`src/rtl/bgd_pkg.sv`:
```
// Shared types, codes and sizes for the button gesture detector.
// No dependencies; every other file refers to it by scoped names.
package bgd_pkg;

  // Event queue sizing
  localparam int unsigned FIFO_DEPTH = 32;
  localparam int unsigned PTR_W      = (FIFO_DEPTH > 1) ? $clog2(FIFO_DEPTH) : 1;
  localparam int unsigned CNT_W      = $clog2(FIFO_DEPTH + 1);

  // Field widths
  localparam int unsigned EV_W    = 3;
  localparam int unsigned PIN_W   = 2;
  localparam int unsigned PHASE_W = 2;
  localparam int unsigned DEB_W   = 8;
  localparam int unsigned LONG_W  = 16;

  // Command codes
  localparam logic CMD_TICK = 1'b0;
  localparam logic CMD_POP  = 1'b1;

  // Gesture phase codes
  localparam logic [PHASE_W-1:0] PH_IDLE     = 2'd0;
  localparam logic [PHASE_W-1:0] PH_DEBOUNCE = 2'd1;
  localparam logic [PHASE_W-1:0] PH_PRESSED  = 2'd2;
  localparam logic [PHASE_W-1:0] PH_HELD     = 2'd3;

  // Event codes
  localparam logic [EV_W-1:0] EV_SHORT        = 3'd0;
  localparam logic [EV_W-1:0] EV_HOLD         = 3'd1;
  localparam logic [EV_W-1:0] EV_LONG_RELEASE = 3'd2;
  localparam logic [EV_W-1:0] EV_BOTH         = 3'd3;
  localparam logic [EV_W-1:0] EV_NONE         = 3'd4;

  // Pin patterns
  localparam logic [PIN_W-1:0] PINS_RELEASED = 2'b00;
  localparam logic [PIN_W-1:0] PINS_BOTH     = 2'b11;

  // Register map (word index) and reset values
  localparam int unsigned ADDR_W = 3;
  localparam logic REG_DEBOUNCE   = 1'b0;
  localparam logic REG_LONG_PRESS = 1'b1;
  localparam logic [DEB_W-1:0]  DEBOUNCE_RST   = 8'd10;
  localparam logic [LONG_W-1:0] LONG_PRESS_RST = 16'd3000;

  // Event push request from the gesture tracker to the queue
  typedef struct packed {
    logic            valid;
    logic [EV_W-1:0] ev;
  } push_req_t;

endpackage

```
`src/rtl/bgd_regs.sv`:
```
// APB-style configuration registers: debounce and long-press limits.
// Depends on bgd_pkg.
module bgd_regs (
  input  logic                       clk_i,
  input  logic                       rst_ni,
  input  logic                       psel,
  input  logic                       penable,
  input  logic                       pwrite,
  input  logic [bgd_pkg::ADDR_W-1:0] paddr,
  input  logic [31:0]                pwdata,
  output logic [31:0]                prdata,
  output logic                       pready,
  output logic [bgd_pkg::DEB_W-1:0]  debounce_ticks_o,
  output logic [bgd_pkg::LONG_W-1:0] long_press_ticks_o
);

  logic                       wr_en;
  logic                       reg_sel;
  logic [bgd_pkg::DEB_W-1:0]  debounce_q;
  logic [bgd_pkg::LONG_W-1:0] long_press_q;

  assign pready  = 1'b1;
  assign wr_en   = psel & penable & pwrite;
  assign reg_sel = paddr[2];

  // Write on the access phase
  always_ff @(posedge clk_i or negedge rst_ni) begin
    if (!rst_ni) begin
      debounce_q   <= bgd_pkg::DEBOUNCE_RST;
      long_press_q <= bgd_pkg::LONG_PRESS_RST;
    end else if (wr_en) begin
      if (reg_sel == bgd_pkg::REG_DEBOUNCE) begin
        debounce_q <= pwdata[bgd_pkg::DEB_W-1:0];
      end else begin
        long_press_q <= pwdata[bgd_pkg::LONG_W-1:0];
      end
    end
  end

  // Read back the selected register
  always_comb begin
    prdata = '0;
    case (reg_sel)
      bgd_pkg::REG_DEBOUNCE:   prdata[bgd_pkg::DEB_W-1:0]  = debounce_q;
      bgd_pkg::REG_LONG_PRESS: prdata[bgd_pkg::LONG_W-1:0] = long_press_q;
      default:                 prdata = '0;
    endcase
  end

  assign debounce_ticks_o   = debounce_q;
  assign long_press_ticks_o = long_press_q;

endmodule

```
`src/rtl/bgd_gesture.sv`:
```
// Press tracker: debounce, press timing and gesture classification per tick.
// Depends on bgd_pkg; emits push requests for the event queue.
module bgd_gesture (
  input  logic                        clk_i,
  input  logic                        rst_ni,
  input  logic                        tick_en_i,
  input  logic [bgd_pkg::PIN_W-1:0]   pins_i,
  input  logic [bgd_pkg::DEB_W-1:0]   debounce_ticks_i,
  input  logic [bgd_pkg::LONG_W-1:0]  long_press_ticks_i,
  output bgd_pkg::push_req_t          push_o,
  output logic [bgd_pkg::PHASE_W-1:0] phase_next_o
);

  logic [bgd_pkg::PHASE_W-1:0] phase_q, phase_d;
  logic [bgd_pkg::LONG_W-1:0]  timer_q, timer_d;
  logic [bgd_pkg::DEB_W-1:0]   deb_q, deb_d;
  logic [bgd_pkg::DEB_W:0]     deb_inc;
  logic [bgd_pkg::LONG_W:0]    timer_inc;
  logic                        released;

  assign deb_inc   = {1'b0, deb_q} + 1'b1;
  assign timer_inc = {1'b0, timer_q} + 1'b1;
  assign released  = (pins_i == bgd_pkg::PINS_RELEASED);

  // Advance the phase on each tick
  always_comb begin
    phase_d = phase_q;
    timer_d = timer_q;
    deb_d   = deb_q;
    push_o  = '{valid: 1'b0, ev: bgd_pkg::EV_SHORT};
    if (tick_en_i) begin
      case (phase_q)
        bgd_pkg::PH_IDLE: begin
          if (!released) begin
            phase_d = bgd_pkg::PH_DEBOUNCE;
            deb_d   = '0;
          end
          timer_d = '0;
        end
        bgd_pkg::PH_DEBOUNCE: begin
          if (deb_inc >= {1'b0, debounce_ticks_i}) begin
            deb_d   = '0;
            timer_d = '0;
            phase_d = released ? bgd_pkg::PH_IDLE : bgd_pkg::PH_PRESSED;
          end else begin
            deb_d = deb_inc[bgd_pkg::DEB_W-1:0];
          end
        end
        bgd_pkg::PH_PRESSED: begin
          if (timer_inc > {1'b0, long_press_ticks_i}) begin
            push_o.valid = 1'b1;
            push_o.ev    = (pins_i == bgd_pkg::PINS_BOTH) ? bgd_pkg::EV_BOTH
                                                          : bgd_pkg::EV_HOLD;
            timer_d = '0;
            phase_d = bgd_pkg::PH_HELD;
          end else if (released) begin
            push_o.valid = 1'b1;
            push_o.ev    = bgd_pkg::EV_SHORT;
            timer_d = '0;
            phase_d = bgd_pkg::PH_IDLE;
          end else begin
            timer_d = timer_inc[bgd_pkg::LONG_W-1:0];
          end
        end
        default: begin
          // held: report the release of a long press
          if (released) begin
            push_o.valid = 1'b1;
            push_o.ev    = bgd_pkg::EV_LONG_RELEASE;
            timer_d = '0;
            phase_d = bgd_pkg::PH_IDLE;
          end
        end
      endcase
    end
  end

  always_ff @(posedge clk_i or negedge rst_ni) begin
    if (!rst_ni) begin
      phase_q <= bgd_pkg::PH_IDLE;
      timer_q <= '0;
      deb_q   <= '0;
    end else begin
      phase_q <= phase_d;
      timer_q <= timer_d;
      deb_q   <= deb_d;
    end
  end

  assign phase_next_o = phase_d;

endmodule

```
`src/rtl/bgd_fifo.sv`:
```
// Circular event queue with drop-on-full and pop-on-command.
// Depends on bgd_pkg for depth, pointer widths and event codes.
module bgd_fifo (
  input  logic                      clk_i,
  input  logic                      rst_ni,
  input  bgd_pkg::push_req_t        push_i,
  input  logic                      pop_en_i,
  input  logic                      load_i,
  output logic [bgd_pkg::EV_W-1:0]  pop_data_o,
  output logic [bgd_pkg::CNT_W-1:0] count_next_o,
  output logic                      dropped_o
);

  localparam logic [bgd_pkg::PTR_W-1:0] LastPtr = bgd_pkg::PTR_W'(bgd_pkg::FIFO_DEPTH - 1);
  localparam logic [bgd_pkg::CNT_W-1:0] FullCnt = bgd_pkg::CNT_W'(bgd_pkg::FIFO_DEPTH);

  logic [bgd_pkg::EV_W-1:0]  store_q [bgd_pkg::FIFO_DEPTH];
  logic [bgd_pkg::EV_W-1:0]  pop_data_q;
  logic [bgd_pkg::PTR_W-1:0] rd_ptr_q, rd_ptr_d;
  logic [bgd_pkg::PTR_W-1:0] wr_ptr_q, wr_ptr_d;
  logic [bgd_pkg::CNT_W-1:0] fill_q, fill_d;
  logic                      full;
  logic                      empty;
  logic                      do_push;
  logic                      do_pop;

  assign full    = (fill_q == FullCnt);
  assign empty   = (fill_q == '0);
  assign do_push = push_i.valid & ~full;
  assign do_pop  = pop_en_i & ~empty;

  // Move pointers and fill count
  always_comb begin
    rd_ptr_d = rd_ptr_q;
    wr_ptr_d = wr_ptr_q;
    fill_d   = fill_q;
    if (do_push) begin
      wr_ptr_d = (wr_ptr_q == LastPtr) ? '0 : wr_ptr_q + 1'b1;
      fill_d   = fill_q + 1'b1;
    end else if (do_pop) begin
      rd_ptr_d = (rd_ptr_q == LastPtr) ? '0 : rd_ptr_q + 1'b1;
      fill_d   = fill_q - 1'b1;
    end
  end

  always_ff @(posedge clk_i or negedge rst_ni) begin
    if (!rst_ni) begin
      rd_ptr_q <= '0;
      wr_ptr_q <= '0;
      fill_q   <= '0;
    end else begin
      rd_ptr_q <= rd_ptr_d;
      wr_ptr_q <= wr_ptr_d;
      fill_q   <= fill_d;
    end
  end

  // Store the word at the write pointer; on a load, capture the head word on a pop, else EV_NONE
  always_ff @(posedge clk_i) begin
    if (do_push) begin
      store_q[wr_ptr_q] <= push_i.ev;
    end
    if (load_i) begin
      pop_data_q <= do_pop ? store_q[rd_ptr_q] : bgd_pkg::EV_NONE;
    end
  end

  assign pop_data_o   = pop_data_q;
  assign count_next_o = fill_d;
  assign dropped_o    = push_i.valid & full;

endmodule

```
`src/rtl/button_gesture_detector_fifo_top.sv`:
```
// Button gesture detector with event queue, top level.
// An accepted word is held in the input register, then registered into the result register.
// Throughput: one word per cycle while the consumer takes results, set by the single-pass update stage.
// Reset (rst_ni low, asynchronous): phase idle, timers and queue empty,
// registers at debounce 10 and long press 3000; no result pending.
// Depends on bgd_pkg, bgd_regs, bgd_gesture, bgd_fifo.
module button_gesture_detector_fifo_top (
  input  logic                        clk_i,
  input  logic                        rst_ni,
  input  logic                        in_valid_i,
  output logic                        in_ready_o,
  input  logic                        command_i,
  input  logic [bgd_pkg::PIN_W-1:0]   pin_levels_i,
  output logic                        out_valid_o,
  input  logic                        out_ready_i,
  output logic [bgd_pkg::EV_W-1:0]    popped_event_o,
  output logic [bgd_pkg::CNT_W-1:0]   event_count_o,
  output logic                        overflow_o,
  output logic [bgd_pkg::PHASE_W-1:0] phase_o,
  input  logic                        psel,
  input  logic                        penable,
  input  logic                        pwrite,
  input  logic [bgd_pkg::ADDR_W-1:0]  paddr,
  input  logic [31:0]                 pwdata,
  output logic [31:0]                 prdata,
  output logic                        pready
);

  logic                        s1_valid_q;
  logic                        s1_cmd_q;
  logic [bgd_pkg::PIN_W-1:0]   s1_pins_q;
  logic                        out_valid_q;
  logic [bgd_pkg::CNT_W-1:0]   cnt_q;
  logic                        ovf_q;
  logic [bgd_pkg::PHASE_W-1:0] phase_q;
  logic                        advance;
  logic                        fire;
  logic                        in_accept;
  logic [bgd_pkg::DEB_W-1:0]   debounce_ticks;
  logic [bgd_pkg::LONG_W-1:0]  long_press_ticks;
  bgd_pkg::push_req_t          push;
  logic [bgd_pkg::PHASE_W-1:0] phase_next;
  logic [bgd_pkg::EV_W-1:0]    pop_data;
  logic [bgd_pkg::CNT_W-1:0]   count_next;
  logic                        dropped;

  assign advance    = ~out_valid_q | out_ready_i;
  assign fire       = s1_valid_q & advance;
  assign in_ready_o = ~s1_valid_q | advance;
  assign in_accept  = in_valid_i & in_ready_o;

  bgd_regs u_regs (
    .clk_i              (clk_i),
    .rst_ni             (rst_ni),
    .psel               (psel),
    .penable            (penable),
    .pwrite             (pwrite),
    .paddr              (paddr),
    .pwdata             (pwdata),
    .prdata             (prdata),
    .pready             (pready),
    .debounce_ticks_o   (debounce_ticks),
    .long_press_ticks_o (long_press_ticks)
  );

  bgd_gesture u_gesture (
    .clk_i              (clk_i),
    .rst_ni             (rst_ni),
    .tick_en_i          (fire & (s1_cmd_q == bgd_pkg::CMD_TICK)),
    .pins_i             (s1_pins_q),
    .debounce_ticks_i   (debounce_ticks),
    .long_press_ticks_i (long_press_ticks),
    .push_o             (push),
    .phase_next_o       (phase_next)
  );

  // The queue registers the popped word itself, alongside the result register
  bgd_fifo u_fifo (
    .clk_i        (clk_i),
    .rst_ni       (rst_ni),
    .push_i       (push),
    .pop_en_i     (fire & (s1_cmd_q == bgd_pkg::CMD_POP)),
    .load_i       (fire),
    .pop_data_o   (pop_data),
    .count_next_o (count_next),
    .dropped_o    (dropped)
  );

  // Input register: hold the word until the update stage takes it
  always_ff @(posedge clk_i or negedge rst_ni) begin
    if (!rst_ni) begin
      s1_valid_q <= 1'b0;
    end else if (in_accept) begin
      s1_valid_q <= 1'b1;
    end else if (fire) begin
      s1_valid_q <= 1'b0;
    end
  end

  always_ff @(posedge clk_i) begin
    if (in_accept) begin
      s1_cmd_q  <= command_i;
      s1_pins_q <= pin_levels_i;
    end
  end

  // Result register: hold until the consumer takes the word
  always_ff @(posedge clk_i or negedge rst_ni) begin
    if (!rst_ni) begin
      out_valid_q <= 1'b0;
    end else if (fire) begin
      out_valid_q <= 1'b1;
    end else if (out_ready_i) begin
      out_valid_q <= 1'b0;
    end
  end

  always_ff @(posedge clk_i) begin
    if (fire) begin
      cnt_q   <= count_next;
      ovf_q   <= dropped;
      phase_q <= phase_next;
    end
  end

  assign out_valid_o    = out_valid_q;
  assign popped_event_o = pop_data;
  assign event_count_o  = cnt_q;
  assign overflow_o     = ovf_q;
  assign phase_o        = phase_q;

endmodule

```
`config.mk`:
```
export PLATFORM = sky130hd
export DESIGN_NAME = button_gesture_detector_fifo_top
export DESIGN_NICKNAME = d
export VERILOG_FILES = /design/src/rtl/bgd_pkg.sv /design/src/rtl/bgd_regs.sv /design/src/rtl/bgd_gesture.sv /design/src/rtl/bgd_fifo.sv /design/src/rtl/button_gesture_detector_fifo_top.sv
export SDC_FILE = /design/constraint.sdc
export NUM_CORES = 1
export LEC_CHECK = 0
export CAP_MARGIN = 20
export CORE_ASPECT_RATIO = 0.9
export CORE_MARGIN = 10
export CORE_UTILIZATION = 60
export CTS_CLUSTER_DIAMETER = 120
export DETAILED_ROUTE_END_ITERATION = 10
export DONT_BUFFER_PORTS = 1
export PLACE_DENSITY = 0.79
export SYNTH_ARGS = -nofsm -noshare
export SYNTH_HDL_FRONTEND = slang
export SYNTH_SLANG_ARGS = --single-unit
```
`constraint.sdc`:
```
create_clock -name clk_i -period 6.9 [get_ports clk_i]
set_input_delay 0.69 -clock clk_i [delete_from_list [all_inputs] [get_ports clk_i]]
set_output_delay 0.69 -clock clk_i [all_outputs]
set_load 0.05 [all_outputs]
```
==> impl_results.html <==
<table>
<tr><th>Metric</th><th>Value</th></tr>
<tr><th colspan="2">Global route</th></tr>
<tr><td>Pin count of the biggest net entering global routing</td><td>60</td></tr>
<tr><td>Combined global-route utilization of all metal layers</td><td>18.4%</td></tr>
<tr><td>Global-route congestion overflow total</td><td>0</td></tr>
<tr><td>Number of global-route vias before repair</td><td>approximately 5k</td></tr>
<tr><td>Number of antenna violations at the first check in global routing</td><td>0</td></tr>
<tr><td>Wire length of the first global-routing pass</td><td>26200 µm</td></tr>
<tr><th colspan="2">Min path</th></tr>
<tr><td>Hold/Removal Path Class</td><td>input pin to async pin</td></tr>
<tr><th colspan="2">Setup path</th></tr>
<tr><td>Endpoint type of the worst setup path</td><td>flop</td></tr>
<tr><td>Reg2Reg Setup Slack</td><td>2.61 ns</td></tr>
<tr><td>Arr. time, crit path</td><td>4.38 ns</td></tr>
<tr><td>Crit Reg-Reg Startpoint</td><td>u_gesture.timer_q[2]</td></tr>
<tr><td>Worst flop-to-flop path endpoint</td><td>u_fifo.store_q[16][0]</td></tr>
<tr><td>Worst reg-to-reg path cell count</td><td>13</td></tr>
<tr><td>Maximum fanout along the worst path</td><td>32</td></tr>
<tr><td>Critical Setup Path Class</td><td>flop to flop</td></tr>
<tr><td>CP Launch Type</td><td>flop</td></tr>
<tr><td>Required time of the worst setup path</td><td>6.99 ns</td></tr>
<tr><th colspan="2">Place</th></tr>
<tr><td>Pre-CTS worst setup slack</td><td>2.79 ns</td></tr>
<tr><td>Detailed placer's ending HPWL</td><td>10800 µm</td></tr>
<tr><td>Port Buffers</td><td>0</td></tr>
<tr><td>Placer Congestion</td><td>0.868</td></tr>
<tr><td>Cell area after placement</td><td>7590 µm²</td></tr>
<tr><th colspan="2">Synthesis</th></tr>
<tr><td>Synth async-reset ratio</td><td>46.3%</td></tr>
<tr><td>Count of flip-flops with a built-in enable after synthesis</td><td>79</td></tr>
<tr><td>Top_reg_cell synth</td><td>edfxtp_1</td></tr>
<tr><td>Post-Syn Area</td><td>roughly 7500 µm²</td></tr>
<tr><td>Sequential element share of the synthesized area</td><td>54.2%</td></tr>
<tr><td>Top area cells in the synthesized netlist</td><td>edfxtp_1, dfrtp_1, ha_1</td></tr>
<tr><td>Mean instance size in the synthesized netlist</td><td>between 10 and 15 µm²</td></tr>
<tr><td>Share of the synthesized area in the top cell type</td><td>31.5%</td></tr>
<tr><td>Post-synthesis register bit count</td><td>147</td></tr>
<tr><td>Cell accounting for the most synthesized area</td><td>edfxtp_1</td></tr>
<tr><td>Cells after Synth</td><td>637</td></tr>
<tr><td>Warnings from Yosys</td><td>0</td></tr>
<tr><td>Number of unique standard cell types used by synthesis</td><td>59</td></tr>
<tr><th colspan="2">Route</th></tr>
<tr><td>Wire per inst</td><td>between 15 and 20 µm</td></tr>
<tr><td>DRC marker count from the first detailed-route iteration</td><td>385</td></tr>
<tr><td>Drt drc</td><td>0</td></tr>
<tr><td>Antenna Violating Nets Remaining</td><td>0</td></tr>
<tr><td>Post-DR vias/cell</td><td>~6.2</td></tr>
<tr><td>Post-Route WL</td><td>16000 µm</td></tr>
<tr><td>Vias</td><td>5040</td></tr>
<tr><td>Detailed-routing iteration count for the pre-antenna-repair pass</td><td>5</td></tr>
<tr><th colspan="2">STA</th></tr>
<tr><td>Worst setup skew after layout</td><td>0.00713 ns</td></tr>
<tr><td>Worst hold slack after final layout</td><td>0.101 ns</td></tr>
<tr><td>Slew @ Worst Pin</td><td>1.12 ns</td></tr>
<tr><td>Min Clock Period, post-route</td><td>4.29 ns</td></tr>
<tr><td>Fmax</td><td>0.233 GHz</td></tr>
<tr><td>Final hold vios</td><td>0</td></tr>
<tr><td>RSZ-0062 raised after global routing</td><td>false</td></tr>
<tr><td>Final Max Slew Viols</td><td>0</td></tr>
<tr><td>Final critical-path share of the clock period</td><td>between 60 and 70%</td></tr>
<tr><td>Total negative setup slack</td><td>0 ns</td></tr>
<tr><td>Slew HR</td><td>between 20% and 30%</td></tr>
<tr><td>Final setup slack of the worst path</td><td>about 2.6 ns</td></tr>
<tr><td># setup viols final</td><td>0</td></tr>
<tr><th colspan="2">Floorplan</th></tr>
<tr><td>Starting density of the core</td><td>61.9%</td></tr>
<tr><td>Core ar.</td><td>12200 µm²</td></tr>
<tr><td>Ports</td><td>approximately 90</td></tr>
<tr><td>Die Footprint</td><td>~17000 µm²</td></tr>
<tr><td>Vertical die dimension</td><td>126 µm</td></tr>
<tr><td>Number of cell rows</td><td>38</td></tr>
<tr><td>Die width</td><td>138 µm</td></tr>
<tr><th colspan="2">Clock tree</th></tr>
<tr><td>Post-CTS repair timing setup buffer count</td><td>0</td></tr>
<tr><td>Number of levels in the clock H-tree</td><td>4</td></tr>
<tr><td>Number of buffers created by CTS</td><td>17</td></tr>
<tr><td>Maximum buffer depth of the clock tree</td><td>2</td></tr>
<tr><td>Number of sinks on the clock net</td><td>147</td></tr>
<tr><td>CTS tree</td><td>done</td></tr>
<tr><td>Clock insertion delay at the later pin of the skew report</td><td>0.43 ns</td></tr>
<tr><td>Clock-pin slew on the worst setup and hold paths</td><td>around 0.060 ns</td></tr>
<tr><td>Root buf cell</td><td>clkbuf_16</td></tr>
<tr><th colspan="2">Layout</th></tr>
<tr><td>ANT cells</td><td>0</td></tr>
<tr><td>Post-layout instance area</td><td>8240 µm²</td></tr>
<tr><td>Area added between synthesis and finish</td><td>9.33%</td></tr>
<tr><td>Share of final-layout standard cells stronger than drive strength 1</td><td>roughly 17%</td></tr>
<tr><td>Fin nets</td><td>719</td></tr>
<tr><th colspan="2">Run status</th></tr>
<tr><td>Status</td><td>completed</td></tr>
<tr><th colspan="2">Power</th></tr>
<tr><td>Lkg Pwr</td><td>3.28 nW</td></tr>
<tr><td>Worst IR drop on VDD</td><td>0.000302 V</td></tr>
<tr><td>Power Dens Cells</td><td>317 nW/µm²</td></tr>
<tr><td>Overall Power</td><td>2.61 mW</td></tr>
<tr><th colspan="2">Run</th></tr>
<tr><td>Max-capacitance violation count</td><td>0</td></tr>
</table>
sequential cells by signal, summed over array words and instances (netlist names), 3 cells and up:
| name | flops |
|---|---|
| u_gesture.timer_q | 16 |
| u_fifo.wr_ptr_q | 5 |
| event_count_o | 6 |
| u_gesture.deb_q | 8 |
| u_regs.debounce_ticks_o | 8 |
| u_fifo.rd_ptr_q | 5 |
| u_regs.long_press_ticks_o | 16 |
| u_fifo.fill_q | 6 |
| u_fifo.store_q | 64 |
| u_fifo.pop_data_o | 3 |
placed cells by master, fill, tap and decap left out, types with 15 or more instances in the layout:
cell	netlist	routed
ha_1	36	36
o21ai_0	42	35
conb_1	2	17
inv_1	36	36
nand3_1	27	27
edfxtp_1	79	79
dfrtp_1	59	59
mux2_2	28	28
nor2_1	62	62
mux4_2	20	20
nand2_1	51	51
clkbuf_16	0	17
xnor2_1	15	15
cell type report:
type / instances / area [µm²]
Inverter: 36 / 135
Multi-Input combinational cell: 431 / 3160
Tap cell: 160 / 200
Timing Repair Buffer: 5 / 77.6
Sequential cell: 147 / 4090
Fill cell: 842 / 3930
Clock buffer: 17 / 425
Clock inverter: 15 / 161
routing by layer:
metal | up-vias | track usage (%) | routed length, µm
met4 | 0 | 5.64 | 230
met5 | - | 0 | 0
li1 | 2290 | - | -
met1 | 2506 | 23.4 | 6840
met3 | 22 | 6.08 | 1300
met2 | 222 | 29.3 | 7670
through the flow:
step / util (%) / instances
detailed placement: 62.4 / 776
global route: 67.7 / 811
global placement: 62.4 / 776
finish: 67.7 / 811
CTS: 67.4 / 809
floorplan: - / 652
cell families (layout without fill, tap and decap cells):
| family | after synthesis | count (layout) | share of synthesized area [%] |
|---|---|---|---|
| multiplexers | 50 | 50 | 10.4 |
| AO/OA/AOI/OAI | 92 | 92 | 7.74 |
| XOR/XNOR | 24 | 24 | 2.79 |
| buffers and inverters | 74 | 73 | 4.68 |
| other | 2 | 17 | 0.0996 |
| flip-flops | 147 | 147 | 54.2 |
| AND/OR/NAND/NOR | 212 | 212 | 14.1 |
| adder cells (fa/ha/maj) | 36 | 36 | 5.98 |
how the worst max path moves through the flow:
stage                              start                    end  slack (ns)
global route        u_gesture.timer_q[2]   u_fifo.store_q[0][0]        2.17
detailed placement  u_gesture.timer_q[2]  u_fifo.store_q[16][0]        2.79
CTS                 u_gesture.timer_q[2]  u_fifo.store_q[16][0]        2.68
global placement    u_gesture.timer_q[2]  u_fifo.store_q[30][0]        2.80
finish              u_gesture.timer_q[2]  u_fifo.store_q[16][0]        2.61
floorplan           u_gesture.timer_q[2]   u_fifo.store_q[0][1]        2.90
repair_timing:
action | 4_1_cts | 5_1_grt
endpoints found under the hold margin | 59 | 0
hold buffers | 1 | 0
resized for setup | 0 | 0
critical path: stages (launching register included):
cell and delay (ns):
dfrtp_1 0.45, nand3_1 0.16, nor2_1 0.19, and2_1 0.27
nand4_1 0.25, nor2_1 0.22, xor2_1 0.18, ha_1 0.32
nand4_1 0.14, nor4_1 0.09, or2_2 0.33, o21ai_0 0.48
nand2_1 0.15, inv_1 0.72
Yosys cell counts, drive strengths merged, types with 3 or more instances:
cell type,count
edfxtp,79
nor2,62
dfrtp,59
nand2,51
o21ai,44
ha,36
inv,36
nand3,29
mux2,28
buf,21
mux4,20
clkbuf,17
xnor2,15
a21oi,12
a22o,12
and2,11
nand4,11
dfstp,9
nor3,9
xor2,9
and3,6
nand3b,6
a31oi,5
nand2b,5
nor2b,4
or2,4
nand4b,3
o211ai,3
or3,3
or4,3
power by group:
| group | internal, mW | switching (mW) | total, mW |
|---|---|---|---|
| clock network | 0.514 | 0.401 | 0.915 |
| registers | 1.02 | 0.161 | 1.18 |
| logic | 0.215 | 0.296 | 0.511 |
Note: power is estimated with default switching activity, not from simulation.
